===== config.mk =====
export PLATFORM = sky130hd
export DESIGN_NAME = imu_ts_ring
export DESIGN_NICKNAME = d
export VERILOG_FILES = /design/src/hdl/imu_ts_pkg.sv /design/src/hdl/imu_ts_ring.sv
export SDC_FILE = /design/constraint.sdc
export NUM_CORES = 2
export LEC_CHECK = 0
export ABC_AREA = 1
export BUFFER_PORTS_ARGS = -buffer_cell sky130_fd_sc_hd__buf_2
export CORE_MARGIN = 1.5
export CORE_UTILIZATION = 33
export CTS_CLUSTER_DIAMETER = 120
export DETAILED_ROUTE_END_ITERATION = 8
export SLEW_MARGIN = 40
export SYNTH_ARGS = -nofsm -noshare
export SYNTH_HDL_FRONTEND = slang
export SYNTH_SLANG_ARGS = --single-unit

===== constraint.sdc =====
create_clock -name clk_i -period 25.1 [get_ports clk_i]
set_input_delay 5.02 -clock clk_i [delete_from_list [all_inputs] [get_ports clk_i]]
set_output_delay 5.02 -clock clk_i [all_outputs]
set_load 0.005 [all_outputs]

===== src/hdl/imu_ts_pkg.sv =====
// ----------------------------------------------------------------------------
// IMU time sync package
// Shared widths, sample entry type, ring request type and slot arithmetic.
// ----------------------------------------------------------------------------
package imu_ts_pkg;

  localparam int RING_DEPTH = 16;
  localparam int SLOT_W     = $clog2(RING_DEPTH);
  localparam int CNT_W      = $clog2(RING_DEPTH + 1);
  localparam int TIME_W     = 63;
  localparam int VAL_W      = 16;
  localparam int GAP_W      = 30;
  localparam int ADDR_W     = 3;
  localparam int DATA_W     = 32;
  localparam logic [GAP_W-1:0] GAP_RESET = GAP_W'(200000000);
  localparam logic REG_GAP_LIMIT = 1'b0;

  typedef struct packed {
    logic [TIME_W-1:0]           time_ns;
    logic [2:0][VAL_W-1:0]       acc;
    logic [2:0][VAL_W-1:0]       rate;
    logic [3:0][VAL_W-1:0]       quat;
  } entry_t;

  typedef struct packed {
    logic              we;
    logic              re;
    logic [SLOT_W-1:0] waddr;
    logic [SLOT_W-1:0] raddr;
  } ring_req_t;

  function automatic logic [SLOT_W-1:0] slot_add(logic [SLOT_W-1:0] slot,
                                                 logic [CNT_W-1:0] k);
    logic [CNT_W:0] sum;
    sum = (CNT_W+1)'(slot) + (CNT_W+1)'(k);
    if (sum >= (CNT_W+1)'(RING_DEPTH)) sum = sum - (CNT_W+1)'(RING_DEPTH);
    return sum[SLOT_W-1:0];
  endfunction

endpackage


===== src/hdl/imu_ts_ring.sv =====
// ----------------------------------------------------------------------------
// IMU time sync sample ring
// Sample store with one write port and one registered read port.
// ----------------------------------------------------------------------------
module imu_ts_ring import imu_ts_pkg::*; (
  input  logic      clk_i,
  input  ring_req_t req_i,
  input  entry_t    wdata_i,
  output entry_t    rdata_o
);

  entry_t mem_q [RING_DEPTH];
  entry_t rdata_q;

  always_ff @(posedge clk_i) begin
    if (req_i.we) begin
      mem_q[req_i.waddr] <= wdata_i;
    end
    if (req_i.re) begin
      rdata_q <= mem_q[req_i.raddr];
    end
  end

  assign rdata_o = rdata_q;

endmodule


==> results by group <==
STA
  – Final setup fails: 0
  – Final-layout setup total negative slack: 0 ns
  – Tightest Pin Transition: 1.00 ns
  – RSZ-0062 raised after global routing: false
  – Slew Limit Fails: 0
  – Min Hold Slack: 0.704 ns
  – Clock Skew: 0.0468 ns
  – Final critical-path setup slack: 16.14 ns
  – Peak Freq: 112 MHz
  – Fin. Hold Viols: 0
  – Tcrit/Tclk final: 35.7%
  – Worst rel slew slack: 33.1%
  – Final period demand of the worst path: 8.96 ns

Global route
  – Vias in the first global route: 93600
  – Antenna violations before repair: 108
  – Overall routing resource usage: 17.0%
  – Total congestion overflow after global routing: 0
  – Wire length of the first global-routing pass: 611000 um
  – Pin count of the biggest net entering global routing: 152

Finish
  – Fraction of layout instances using a drive strength above 1: 8.74%
  – Area overhead of the layout relative to synthesis: 13.6%
  – Post-Layout Inst Area: 176000 um^2
  – Commonest non-fill, non-tap cell in the layout: sky130_fd_sc_hd__nand2_1
  – Commonest cells after routing, fill and taps aside: 4884 x sky130_fd_sc_hd__nand2_1, 3791 x sky130_fd_sc_hd__edfxtp_1, 2557 x sky130_fd_sc_hd__nand3_1
  – Number of fillers in the final layout: 44600
  – Total number of nets in the final design: 14100
  – Final Non-Filler Cells: 20400

Worst setup path
  – Type of the setup path with the least slack: primary input to flop
  – Maximum fanout count along the critical path: 151
  – Data arrival time of the worst path: 9.69 ns
  – Critical Path End Type: flop
  – Kind of start point of the critical path: primary input
  – Worst EP required: 25.83 ns

Placement
  – Port Buffers: 456
  – Total placed instance area: 163000 um^2
  – Routability cong.: 0.742
  – Pre-CTS worst setup slack: 14.31 ns
  – Placed cell count: 19600
  – Placed wire-length estimate after detailed placement: 204000 um

Clocking
  – Maximum clock path buffer count: 4
  – Insertion delay to the later sink of the worst-skew pair: 1.00 ns
  – PostCTS Resize Cnt: 0
  – Root buf cell: sky130_fd_sc_hd__clkbuf_16
  – Clock tree from TritonCTS: built
  – CTS sink cnt: 3791
  – Number of hold buffers added after CTS: 0
  – Number of H-tree levels: 5
  – Buffer count from post-CTS setup fixing: 0
  – Total CTS buffers: 394
  – Clock-pin slew on the worst setup and hold paths: 0.06 ns

Routing
  – Count of vias placed by the detailed router: 98300
  – Iteration-0 DRC Markers: 9490
  – Detailed-route wire length: 415000 um
  – Post-route antenna net violation count: 0
  – First drt pass iteration count: 8
  – DRC: 0
  – WL/cell: 20.3 um
  – Via/cell ratio: 4.81

Power and ir drop
  – Leakage component of the power: 0.0693 uW
  – Power per standard cell area: 77.4 nW/um^2
  – Peak supply drop: 0.0602 mV

Run
  – Total of max-cap violations: 0

Synth
  – Post-synthesis average cell area: 11.5 um^2
  – Number of distinct library cells after synthesis: 14
  – Number of standard cells after synthesis: 13500
  – Share of synthesized area occupied by flip-flops and latches: 73.4%
  – Number of flip-flops and latches in the synthesized netlist: 3791
  – Post-Syn Nets: 13800
  – Yosys warning count: 0
  – Cell Area, Synth: 155000 um^2

Floorplanning
  – Die Span X: 689 um
  – Die area: 474000 um^2
  – Ports placed on the boundary: 457
  – Starting Density: 33.2%
  – Number of cell rows: 251
  – Height of the die: 689 um
  – Core outline area: 468000 um^2

Worst hold path
  – Hold Crit Class: flop to flop

Status
  – Status: complete, no violations
## final timing paths
| check | cells past startpoint | endpoint | startpoint | slack [ns] |
|---|---|---|---|---|
| setup / recovery | 13 | rdata_o[162] | req_i[0] | 16.14 |
| hold / removal | 6 | rdata_o[66] | mem_q[2][66] | 0.70 |
| setup reg to reg | 5 | rdata_o[2] | mem_q[12][2] | 23.74 |
| hold reg to reg | 6 | rdata_o[66] | mem_q[2][66] | 0.70 |
## cell usage after synthesis, drive strengths merged
library cell	number	area [um^2]
nor2	17	63.8
clkinv	1	3.75
clkbuf	152	571
nand2	4884	18300
buf	589	3540
or2	44	275
nand3	2557	12800
edfxtp	3791	114000
nand3b	2	15.0
inv	1505	5650
## flip-flops by register name (all words and copies together) (netlist names)
signal and flops:
mem_q 3568, rdata_o 223
## critical path, cell delays in order
cell and delay (ns):
sky130_fd_sc_hd__buf_12 0.43, sky130_fd_sc_hd__buf_4 0.69, sky130_fd_sc_hd__buf_6 0.56, sky130_fd_sc_hd__buf_6 0.61
sky130_fd_sc_hd__buf_12 0.26, sky130_fd_sc_hd__buf_4 0.66, sky130_fd_sc_hd__buf_4 0.43, sky130_fd_sc_hd__buf_12 0.28
sky130_fd_sc_hd__nand2_1 0.10, sky130_fd_sc_hd__nand3_1 0.08, sky130_fd_sc_hd__nand3_1 0.09, sky130_fd_sc_hd__nand3_1 0.12
sky130_fd_sc_hd__nand2_1 0.06
## where the power goes
part           total (uW)  leakage, uW  internal, uW  switching, uW
sequential           7180       0.0344          7130           43.0
clock                5670      0.00605          3190           2480
combinational         789       0.0288           208            581
total               13600       0.0693         10500           3110
## layout make-up
| class | instances | area, um^2 | share of cell area [%] |
|---|---|---|---|
| inverter | 1506 | 5690 | 3.23 |
| multi-input combinational | 7504 | 31600 | 17.9 |
| clock buffer | 476 | 10300 | 5.83 |
| timing repair buffer | 657 | 4660 | 2.64 |
| tap | 6198 | 7750 | 4.40 |
| antenna | 48 | 120 | 0.0682 |
| sequential | 3791 | 114000 | 64.6 |
| clock inverter | 244 | 2200 | 1.25 |
## cell families (layout without fill, tap and decap cells)
logic type	after synthesis	in the layout	synth area share (%)
buffers and inverters	2247	2883	6.29
other	0	48	0
and+or+nand+nor	7504	7504	20.3
DFF	3791	3791	73.4
## per-stage QoR
| stage | utilization (%) | power (uW) |
|---|---|---|
| floorplan | - | 7780 |
| global placement | 34.8 | 8090 |
| detailed placement | 34.9 | 8100 |
| CTS | 37.6 | 13800 |
| global route | 37.7 | 14100 |
| finish | 37.7 | 13600 |
## metal layers
metal / vias up / wire length, um / GRT usage [%]
li1: 46000 / - / -
met1: 48200 / 178000 / 22.9
met2: 3272 / 198000 / 28.3
met3: 783 / 26500 / 2.48
met4: 40 / 12500 / 5.34
met5: - / 241 / 0
No activity file was read; power rests on OpenSTA's default activity.
